===== src/rtl/core/sse_pkg.sv =====
// sse_pkg: shared constants for the selection sort engine
// no dependencies

package sse_pkg;

    localparam int DATA_W        = 32;
    localparam int MAX_ITEMS_DEF = 64;

endpackage


===== src/rtl/core/sse_mem.sv =====
// sse_mem: element store, one write port and one read port, registered read data
// depends on sse_pkg

module sse_mem
    import sse_pkg::*;
#(
    parameter int MAX_ITEMS = MAX_ITEMS_DEF,
    parameter int AW        = $clog2(MAX_ITEMS)
)
(
    input  logic                     clk,
    input  logic                     wr_en,
    input  logic [AW-1:0]            wr_addr,
    input  logic signed [DATA_W-1:0] wr_data,
    input  logic                     rd_en,
    input  logic [AW-1:0]            rd_addr,
    output logic signed [DATA_W-1:0] rd_data
);

    logic signed [DATA_W-1:0] mem [MAX_ITEMS];
    logic signed [DATA_W-1:0] rd_data_reg;

    always_ff @(posedge clk)
    begin
        if (wr_en)
        begin
            mem[wr_addr] <= wr_data;
        end
    end

    always_ff @(posedge clk)
    begin
        if (rd_en)
        begin
            rd_data_reg <= mem[rd_addr];
        end
    end

    assign rd_data = rd_data_reg;

endmodule


===== src/rtl/core/sse_ctrl.sv =====
// sse_ctrl: collect, selection sort and emit sequencer around the element store
// depends on sse_pkg; drives the ports of sse_mem

module sse_ctrl
    import sse_pkg::*;
#(
    parameter int MAX_ITEMS = MAX_ITEMS_DEF,
    parameter int AW        = $clog2(MAX_ITEMS),
    parameter int CNT_W     = $clog2(MAX_ITEMS + 1)
)
(
    input  logic                     clk,
    input  logic                     rst_n,
    input  logic                     start,
    output logic                     busy,
    input  logic signed [DATA_W-1:0] value,
    input  logic                     last,
    output logic                     out_valid,
    output logic signed [DATA_W-1:0] sorted_value,
    output logic                     last_out,
    output logic                     overflow,
    output logic                     mem_we,
    output logic [AW-1:0]            mem_waddr,
    output logic signed [DATA_W-1:0] mem_wdata,
    output logic                     mem_re,
    output logic [AW-1:0]            mem_raddr,
    input  logic signed [DATA_W-1:0] mem_rdata
);

    localparam logic [CNT_W-1:0] MAX_CNT = CNT_W'(MAX_ITEMS);

    typedef enum logic [2:0] {
        S_COLLECT,
        S_SCAN,
        S_SWAP_POS,
        S_SWAP_BEST,
        S_EMIT
    } state_t;

    state_t                   state_reg, state_next;
    logic [CNT_W-1:0]         count_reg, count_next;
    logic                     ovf_reg, ovf_next;
    logic [AW-1:0]            pos_reg, pos_next;
    logic [CNT_W-1:0]         issue_reg, issue_next;
    logic                     rvalid_reg, rvalid_next;
    logic [AW-1:0]            ridx_reg, ridx_next;
    logic                     rlast_reg, rlast_next;
    logic [AW-1:0]            best_idx_reg, best_idx_next;
    logic signed [DATA_W-1:0] best_val_reg, best_val_next;
    logic signed [DATA_W-1:0] pos_val_reg, pos_val_next;

    logic                     accept;
    logic                     has_room;
    logic [CNT_W-1:0]         count_upd;
    logic [CNT_W-1:0]         pos_ext;

    assign accept   = start && (state_reg == S_COLLECT);
    assign has_room = count_reg < MAX_CNT;
    assign count_upd = has_room ? count_reg + CNT_W'(1) : count_reg;
    assign pos_ext  = CNT_W'(pos_reg);

    always_comb
    begin
        state_next    = state_reg;
        count_next    = count_reg;
        ovf_next      = ovf_reg;
        pos_next      = pos_reg;
        issue_next    = issue_reg;
        rvalid_next   = 1'b0;
        ridx_next     = ridx_reg;
        rlast_next    = rlast_reg;
        best_idx_next = best_idx_reg;
        best_val_next = best_val_reg;
        pos_val_next  = pos_val_reg;
        mem_we        = 1'b0;
        mem_waddr     = count_reg[AW-1:0];
        mem_wdata     = value;
        mem_re        = 1'b0;
        mem_raddr     = issue_reg[AW-1:0];

        // read issue shared by scan and emit
        if ((state_reg == S_SCAN || state_reg == S_EMIT) && issue_reg < count_reg)
        begin
            mem_re      = 1'b1;
            rvalid_next = 1'b1;
            ridx_next   = issue_reg[AW-1:0];
            rlast_next  = (issue_reg == count_reg - CNT_W'(1));
            issue_next  = issue_reg + CNT_W'(1);
        end

        unique case (state_reg)
            S_COLLECT:
            begin
                if (accept)
                begin
                    if (has_room)
                    begin
                        mem_we     = 1'b1;
                        count_next = count_upd;
                    end
                    else
                    begin
                        ovf_next = 1'b1;
                    end
                    if (last)
                    begin
                        pos_next   = '0;
                        issue_next = '0;
                        state_next = (count_upd < CNT_W'(2)) ? S_EMIT : S_SCAN;
                    end
                end
            end
            S_SCAN:
            begin
                if (rvalid_reg)
                begin
                    if (ridx_reg == pos_reg)
                    begin
                        best_val_next = mem_rdata;
                        best_idx_next = ridx_reg;
                        pos_val_next  = mem_rdata;
                    end
                    else if (mem_rdata < best_val_reg)
                    begin
                        best_val_next = mem_rdata;
                        best_idx_next = ridx_reg;
                    end
                    if (rlast_reg)
                    begin
                        state_next = S_SWAP_POS;
                    end
                end
            end
            S_SWAP_POS:
            begin
                mem_we     = 1'b1;
                mem_waddr  = pos_reg;
                mem_wdata  = best_val_reg;
                state_next = S_SWAP_BEST;
            end
            S_SWAP_BEST:
            begin
                mem_we    = 1'b1;
                mem_waddr = best_idx_reg;
                mem_wdata = pos_val_reg;
                if (pos_ext + CNT_W'(2) < count_reg)
                begin
                    pos_next   = pos_reg + AW'(1);
                    issue_next = pos_ext + CNT_W'(1);
                    state_next = S_SCAN;
                end
                else
                begin
                    issue_next = '0;
                    state_next = S_EMIT;
                end
            end
            S_EMIT:
            begin
                if (rvalid_reg && rlast_reg)
                begin
                    count_next = '0;
                    ovf_next   = 1'b0;
                    state_next = S_COLLECT;
                end
            end
            default:
            begin
                state_next = S_COLLECT;
            end
        endcase
    end

    always_ff @(posedge clk or negedge rst_n)
    begin
        if (!rst_n)
        begin
            state_reg  <= S_COLLECT;
            count_reg  <= '0;
            ovf_reg    <= 1'b0;
            pos_reg    <= '0;
            issue_reg  <= '0;
            rvalid_reg <= 1'b0;
            ridx_reg   <= '0;
            rlast_reg  <= 1'b0;
        end
        else
        begin
            state_reg  <= state_next;
            count_reg  <= count_next;
            ovf_reg    <= ovf_next;
            pos_reg    <= pos_next;
            issue_reg  <= issue_next;
            rvalid_reg <= rvalid_next;
            ridx_reg   <= ridx_next;
            rlast_reg  <= rlast_next;
        end
    end

    always_ff @(posedge clk)
    begin
        best_idx_reg <= best_idx_next;
        best_val_reg <= best_val_next;
        pos_val_reg  <= pos_val_next;
    end

    assign busy         = (state_reg != S_COLLECT);
    assign out_valid    = (state_reg == S_EMIT) && rvalid_reg;
    assign sorted_value = mem_rdata;
    assign last_out     = rlast_reg;
    assign overflow     = ovf_reg;

`ifndef SYNTHESIS
    a_count_bound: assert property (@(posedge clk) disable iff (!rst_n)
        count_reg <= MAX_CNT)
        else $error("element count above store depth");

    a_no_write_in_scan: assert property (@(posedge clk) disable iff (!rst_n)
        (state_reg == S_SCAN || state_reg == S_EMIT) |-> !mem_we)
        else $error("store written while reading a batch");

    a_read_in_range: assert property (@(posedge clk) disable iff (!rst_n)
        rvalid_reg |-> (CNT_W'(ridx_reg) < count_reg))
        else $error("read beyond stored elements");

    a_last_ends_batch: assert property (@(posedge clk) disable iff (!rst_n)
        (out_valid && last_out) |=> (!busy && count_reg == '0 && !overflow))
        else $error("batch not closed after final transfer");

    a_swap_order: assert property (@(posedge clk) disable iff (!rst_n)
        (state_reg == S_SWAP_POS) |=> (state_reg == S_SWAP_BEST))
        else $error("swap split");
`endif

endmodule


===== src/rtl/core/selection_sort_engine_top.sv =====
// selection_sort_engine_top: collects signed words, sorts them in place, emits them ascending
// depends on sse_pkg, sse_mem, sse_ctrl
//
// usage:
//   input: a transfer happens on a rising edge with start high and busy low; value and last
//   are sampled there. each value goes into the store while it has room; a value that
//   arrives with the store full is dropped and flags the batch as overflowed.
//   the transfer with last high ends the batch and raises busy.
//   sort: one pass per position streams the remaining entries out of the single-port
//   read side of the store (one entry a cycle) to find the minimum, then the SWAP_POS and
//   SWAP_BEST states write the swap back.
//   output: n transfers in ascending order on consecutive cycles, each marked by out_valid
//   for one cycle, with last_out on the final one and overflow on all of a dropped batch.
//   busy falls the cycle after the final output; the receiver cannot stall the outputs.
//   collection takes one item per cycle.
//   reset: counts and the overflow flag clear, the block waits for input; store contents
//   are not cleared since only entries written in the current batch are read.

module selection_sort_engine_top
    import sse_pkg::*;
#(
    parameter int MAX_ITEMS = MAX_ITEMS_DEF
)
(
    input  logic                     clk,
    input  logic                     rst_n,
    input  logic                     start,
    output logic                     busy,
    input  logic signed [DATA_W-1:0] value,
    input  logic                     last,
    output logic                     out_valid,
    output logic signed [DATA_W-1:0] sorted_value,
    output logic                     last_out,
    output logic                     overflow
);

    localparam int AW    = $clog2(MAX_ITEMS);
    localparam int CNT_W = $clog2(MAX_ITEMS + 1);

    logic                     mem_we;
    logic [AW-1:0]            mem_waddr;
    logic signed [DATA_W-1:0] mem_wdata;
    logic                     mem_re;
    logic [AW-1:0]            mem_raddr;
    logic signed [DATA_W-1:0] mem_rdata;

    sse_ctrl #(
        .MAX_ITEMS (MAX_ITEMS),
        .AW        (AW),
        .CNT_W     (CNT_W)
    ) u_ctrl (
        .clk          (clk),
        .rst_n        (rst_n),
        .start        (start),
        .busy         (busy),
        .value        (value),
        .last         (last),
        .out_valid    (out_valid),
        .sorted_value (sorted_value),
        .last_out     (last_out),
        .overflow     (overflow),
        .mem_we       (mem_we),
        .mem_waddr    (mem_waddr),
        .mem_wdata    (mem_wdata),
        .mem_re       (mem_re),
        .mem_raddr    (mem_raddr),
        .mem_rdata    (mem_rdata)
    );

    sse_mem #(
        .MAX_ITEMS (MAX_ITEMS),
        .AW        (AW)
    ) u_mem (
        .clk     (clk),
        .wr_en   (mem_we),
        .wr_addr (mem_waddr),
        .wr_data (mem_wdata),
        .rd_en   (mem_re),
        .rd_addr (mem_raddr),
        .rd_data (mem_rdata)
    );

endmodule


===== config.mk =====
export PLATFORM = sky130hd
export DESIGN_NAME = selection_sort_engine_top
export DESIGN_NICKNAME = d
export VERILOG_FILES = /design/src/rtl/core/sse_pkg.sv /design/src/rtl/core/sse_mem.sv /design/src/rtl/core/sse_ctrl.sv /design/src/rtl/core/selection_sort_engine_top.sv
export SDC_FILE = /design/constraint.sdc
export NUM_CORES = 2
export LEC_CHECK = 0
export CORE_UTILIZATION = 40
export CTS_BUF_LIST = sky130_fd_sc_hd__clkbuf_2
export DETAILED_ROUTE_END_ITERATION = 8
export DONT_BUFFER_PORTS = 1
export HOLD_SLACK_MARGIN = 0.06
export PLACE_DENSITY_LB_ADDON = 0.12
export REMOVE_ABC_BUFFERS = 1
export SETUP_SLACK_MARGIN = 0.3
export SLEW_MARGIN = 20
export SYNTH_ARGS = -nofsm -noshare
export SYNTH_HDL_FRONTEND = slang
export SYNTH_SLANG_ARGS = --single-unit

===== constraint.sdc =====
create_clock -name clk -period 14.8 [get_ports clk]
set_input_delay 2.96 -clock clk [delete_from_list [all_inputs] [get_ports clk]]
set_output_delay 2.96 -clock clk [all_outputs]
set_load 0.02 [all_outputs]

# Yosys cells after proc, flatten, opt, wreduce, memory -nomap -nowiden
# Memory sizes are Yosys's and may differ from the RTL's. A register that Yosys moved wholly into a read port is not among the register bits.
# Index checks and enable logic that the tools add are counted.
totals:
  word_cells: 92
  register_bits: 102
  mem_bits_rw: 2048
  n_memories: 1
  output_inout_bits: 36
mem_list:
  columns: ["memory", "words", "word_bits", "read_ports", "rd_clocked_by_memory_dff", "write_ports", "line_no", "rtl"]
  rows:
  - ["u_mem.mem", 64, 32, 1, 1, 1, "sse_mem.sv:20", "logic signed [DATA_W-1:0] mem [MAX_ITEMS];"]
op_classes:
  n_eq_ne: 14
  n_lt_le_gt_ge: 5
  muxes: 38
  n_addsub: 6
  n_reduce_logical: 17
ops:
  columns: ["cell", "count"]
  rows:
  - ["2-to-1 mux 32 bit", 2]
  - ["case mux 32 bit (2 select lines)", 1]
  - ["2-to-1 mux 7 bit", 8]
  - ["less-than comparator 32 bit", 1]
  - ["2-to-1 mux 6 bit", 5]
  - ["case mux 7 bit (2 select lines)", 2]
  - ["case mux 6 bit (2 select lines)", 2]
  - ["2-to-1 mux 3 bit", 7]
  - ["case mux 3 bit (5 select lines)", 1]
  - ["adder 7 x 1 -> 7 bit (second input constant)", 2]
  - ["less-than comparator 7 bit", 2]
  - ["inequality test 2 x 1 -> 1 bit (second input constant)", 6]
  - ["AND reduction 4 bit", 3]
  - ["2-to-1 mux 1 bit", 8]
  - ["adder 6 x 1 -> 7 bit (second input constant)", 1]
  - ["adder 6 x 2 -> 7 bit (second input constant)", 1]
  - ["equality test 7 bit", 1]
  - ["less-than comparator 7 x 2 -> 1 bit (second input constant)", 1]
  - ["less-than comparator 7 bit (second input constant)", 1]
  - ["subtractor 7 x 1 -> 7 bit (second input constant)", 1]
  - ["adder 6 x 1 -> 6 bit (second input constant)", 1]
  - ["equality test 3 x 2 -> 1 bit (second input constant)", 2]
  - ["equality test 6 bit", 1]
  - ["AND reduction 3 bit", 2]
  - ["other kinds (11)", 18]

# Longest topological paths before layout
depth:
  depth_word: 7
  depth_mapped: 13
  depth_no_buf: 9

# By module
# From an unflattened synthesis, not the netlist that was laid out.
hier_totals:
  hier_cells: 3931
  area_unflattened_um2: 85070.3
by_module_without_submodules:
  columns: ["mod", "seq_area_each_um2", "instances", "area_per_inst_um2", "cells_each"]
  rows:
  - ["sse_mem", 62459.9, 1, 78835.6, 3324]
  - ["sse_ctrl", 2902.8, 1, 6234.7, 607]

# Worst setup path after synthesis
# OpenSTA, ideal clock, no wires.
synth_timing:
  kind: "input port to flip-flop"
  startpoint: "input start"
  endpoint: "memory u_mem.mem[44][0] (enable)"
  stages: 7
  n_path_buf: 1
  setup_time_ns: 0.421
  t_arrival_ns: 5.197
  setup_slack_ns: 9.182
  t_required_ns: 14.379
  cell_sequence: "nand2b_1 -> nor2_1 -> o21ba_2 -> clkbuf_1 -> nor2b_1 -> nand2_1 -> nor2_1"
synth_via:
  elab_chain_cells: 5
synth_lines:
  columns: ["item", "line_no", "rtl"]
  rows:
  - ["from (decl)", "selection_sort_engine_top.sv:27", "input logic start,"]
  - ["logical AND 1 bit", "sse_ctrl.sv:57", "assign accept = start && (state_reg == S_COLLECT);"]
  - ["2-to-1 mux 1 bit", "sse_ctrl.sv:94", "if (accept)"]
  - ["case mux 1 bit (2 select lines)", "sse_ctrl.sv:91", "unique case (state_reg)"]
  - ["2-to-1 mux 1 bit", "sse_mem.sv:25", "if (wr_en)"]
  - ["2-to-1 mux 1 bit (not written as such)", "sse_mem.sv:27", "mem[wr_addr] <= wr_data;"]
  - ["to (decl)", "sse_mem.sv:20", null]
# No other way between the ends.

# Worst setup path after layout
layout_timing:
  startpoint: "register u_ctrl.state_reg[0]"
  endpoint: "output busy"
layout_via:
  elab_chain_cells: 1
layout_lines:
  columns: ["item", "line_no", "rtl"]
  rows:
  - ["from (decl)", "sse_ctrl.sv:40", "state_t state_reg, state_next;"]
  - ["from (signal assigned)", "sse_ctrl.sv:189", "state_reg <= state_next;"]
  - ["nonzero test 3 bit", "sse_ctrl.sv:207", "assign busy = (state_reg != S_COLLECT);"]
  - ["to (decl)", "selection_sort_engine_top.sv:28", "output logic busy,"]
# No other way between the ends.

==> impl_metrics.tcl <==
set metrics [dict create \
    power_density_nw_per_um2 175 \
    hold_buffers 0 \
    drt_first_iter_violations 4016 \
    report.final.slew_viol_count 0 \
    synthesis.area_um2 84600 \
    clkTransAtPathRegs_ns 0.12 \
    yosys.cell_count.top_type "sky130_fd_sc_hd__edfxtp_1" \
    tns_ns 0 \
    power.clock.fraction_pct 24.1 \
    post-route-util_pct 44.8 \
    total_switching_power_mw 5.74 \
    tritoncts "done" \
    groute.usage.overall_pct 22.0 \
    die_w_um 462 \
    cell_taking_the_most_area_after_synthesis "sky130_fd_sc_hd__edfxtp_1" \
    ys_seq_elements 2182 \
    num-fill-cells 18000 \
    antenna_left 0 \
    maxCapViolCount 0 \
    top_register "u_mem.mem" \
    per_instance_average_area_after_synthesis_um2 23.1 \
    setup.reg_to_reg.worst_slack_ns 9.66 \
    routed_vias 40900 \
    cells_traversed_along_the_worst_timing_path "buf_4, or3_1" \
    vdd.ir_drop.worst_mv 0.110 \
    tightestPinTransition_ns 1.28 \
    drt-total-wl_um 232000 \
    worstPathRequired_ns 11.84 \
    critical_path.top_delay_family "flip-flops" \
    leakage_nw 30.1 \
    clk-insertion-delay-late_ns 1.86 \
    nNetsFinal 4254 \
    cts_root_buf "sky130_fd_sc_hd__clkbuf_2" \
    post_route_cells_drive_above_1_share_pct 38.4 \
    fp-row-count 168 \
    power_frac_comb_pct 30.1 \
    h_tree_depth 6 \
    numPortBuffers 0 \
    worst_clock_skew_ns 0.118 \
    largest_reg_flops 2048 \
    ctsLongestPathBuffers 4 \
    hold_path_end "u_ctrl.best_idx_reg[2]$_DFFE_PP_" \
    async_flop_share_pct 1.47 \
    worstSetupStartpointType "flip-flop" \
    drtPass1Iterations 5 \
    finalWorstPathRequiredPeriod_ns 6.43 \
    post-route-period-util_pct 43.4 \
    launch_point_of_the_worst_hold_path "u_ctrl.ridx_reg[2]$_DFFE_PN0N_" \
    cell_internal_pwr_mw 10.7 \
    grt_first_pass_wirelength_um 323000 \
    die_height_um 462 \
    min-delay-path-class "reg -> reg" \
    critical_path.max_stage_delay_ns 0.62 \
    timing.rr.end "u_mem.mem[25][0]$_DFFE_PP_" \
    layout_stage_area_growth_over_the_synthesis_result_pct 11.3 \
    cts_num_sinks 2182 \
    cts_setup_buffers 0 \
    synth_cell_type_count 61 \
    whs_path_depth 0 \
    setup_violations 0 \
    timing.slew.headroom_pct 14.4 \
    yosysWarningCount 0 \
    synth_sequential_area_ratio_pct 77.2 \
    yosys-top-cells-count "sky130_fd_sc_hd__edfxtp_1 (2150), sky130_fd_sc_hd__mux4_2 (640), sky130_fd_sc_hd__nand2_1 (115)" \
    max_freq_mhz 156 \
    end_kind "output port" \
    place_hpwl_um 135000 \
    critPathMaxFanout 33 \
    crit_buf_inv 1 \
    post-place-ws_ns 8.74 \
    postSynth.topFlopCell "sky130_fd_sc_hd__edfxtp_1" \
    maximum_number_of_pins_on_one_net_before_global_route_repair 119 \
    reg2regPathDepth 6 \
    count_of_instances_resized_after_the_clock_tree_is_built 0 \
    layout_setup_ws_ns 8.37 \
    r2r-start "u_ctrl.state_reg[2]$_DFFE_PN0P_" \
    initial_core_util_pct 40.3 \
    coreArea_um2 210000 \
    die_area_um2 213000 \
    top_level_ports 72 \
    post_syn_instances 3662 \
    crit_slowest_cell "sky130_fd_sc_hd__dfrtp_4" \
    place_congestion 0.798 \
    grt_antenna_before_repair 30 \
    post-route-drc-count 0 \
    first_global_vias 41600 \
    outcome "finished clean" \
    path_class "reg -> out" \
    per_cell_routed_wire_length_um 31.6 \
    yosys.area.top_type_share_pct 76.3 \
    top_cells_by_area_synth "sky130_fd_sc_hd__edfxtp_1 (76%), sky130_fd_sc_hd__mux4_2 (17%), sky130_fd_sc_hd__dfrtp_1 (0.95%)" \
    cp-startpoint "u_ctrl.state_reg[0]$_DFFE_PN0P_" \
    rsz0062_at_grt "no" \
    grt_overflow 0 \
    synth_edf_count 2150 \
    finalHoldViolCount 0 \
    routed_via_density 5.57 \
    switching_share_of_total_power_pct 34.8 \
    worst_ep_arrival_time_ns 3.47 \
    seqPwrFrac_pct 45.8 \
    cts-buffers-inserted 577 \
]
## layout by cell type, fill, tap and decap left out, drive strengths merged, types with 32 or more instances in the layout
cell and n:
nand2 115, edfxtp 2150, nor2 86, inv 65, o21ai 59, buf 121
mux2i 39, dfrtp 32, clkbuf 833, ha 49, mux4 640, a22oi 64
clkinv 98
## through the flow
stage	cells	hold slack, ns	total power [mW]	cell area, um2
after floorplan	3469	0.460	12.5	83800
after global placement	6379	0.471	12.7	89100
after detailed placement	6384	0.482	12.7	89200
after CTS	7333	0.416	16.7	93900
after global routing	7346	0.493	17.2	94200
final	7353	0.483	16.5	94200
## worst max path at each step
| stage | endpoint | slack (ns) | depth (start not counted) |
|---|---|---|---|
| after detailed placement | u_mem.mem[0][16]$_DFFE_PP_ | 8.74 | 5 |
| final | busy | 8.37 | 2 |
| after floorplan | u_ctrl.last_out$_DFFE_PN0N_ | -7.21 | 9 |
| after CTS | busy | 7.95 | 2 |
| after global routing | busy | 8.04 | 2 |
| after global placement | u_mem.mem[12][5]$_DFFE_PP_ | 8.76 | 5 |
## logic make-up (layout without fill, tap and decap cells)
logic type | Yosys count | count (layout) | share of synthesized area [%]
flip-flops | 2182 | 2182 | 77.2
multiplexers | 685 | 685 | 17.6
AND/OR/NAND/NOR | 283 | 283 | 1.46
buffers and inverters | 244 | 1121 | 1.20
AO/OA/AOI/OAI | 193 | 193 | 1.52
adder cells (fa/ha/maj) | 49 | 49 | 0.725
XOR/XNOR | 26 | 26 | 0.269
other | 0 | 9 | 0
## power by group through the flow
| stage | clock network (mW) | logic [mW] | registers (mW) |
|---|---|---|---|
| 2_1_floorplan | 0 | 4.45 | 8.02 |
| 3_3_place_gp | 0 | 5.00 | 7.69 |
| 3_5_place_dp | 0 | 5.02 | 7.69 |
| 4_1_cts | 4.12 | 5.03 | 7.55 |
| 5_1_grt | 4.41 | 5.26 | 7.57 |
| 6_report | 3.97 | 4.96 | 7.55 |
## per-layer routing
layer,global-route usage (%),up-vias,routed length (um)
li1,-,17000,-
met1,32.7,22000,104000
met2,30.9,1641,102000
met3,6.46,287,20500
met4,7.34,6,5700
met5,0.498,-,175
## cell type report
class / instances / area, um2 / area share [%]
Timing Repair Buffer: 121 / 1220 / 1.29
Antenna cell: 9 / 22.5 / 0.0239
Tap cell: 2805 / 3510 / 3.73
Clock buffer: 833 / 4170 / 4.43
Inverter: 51 / 191 / 0.203
Multi-Input combinational cell: 1236 / 19100 / 20.3
Sequential cell: 2182 / 65400 / 69.4
Clock inverter: 116 / 551 / 0.585
Note: power is estimated with default switching activity, not from simulation.
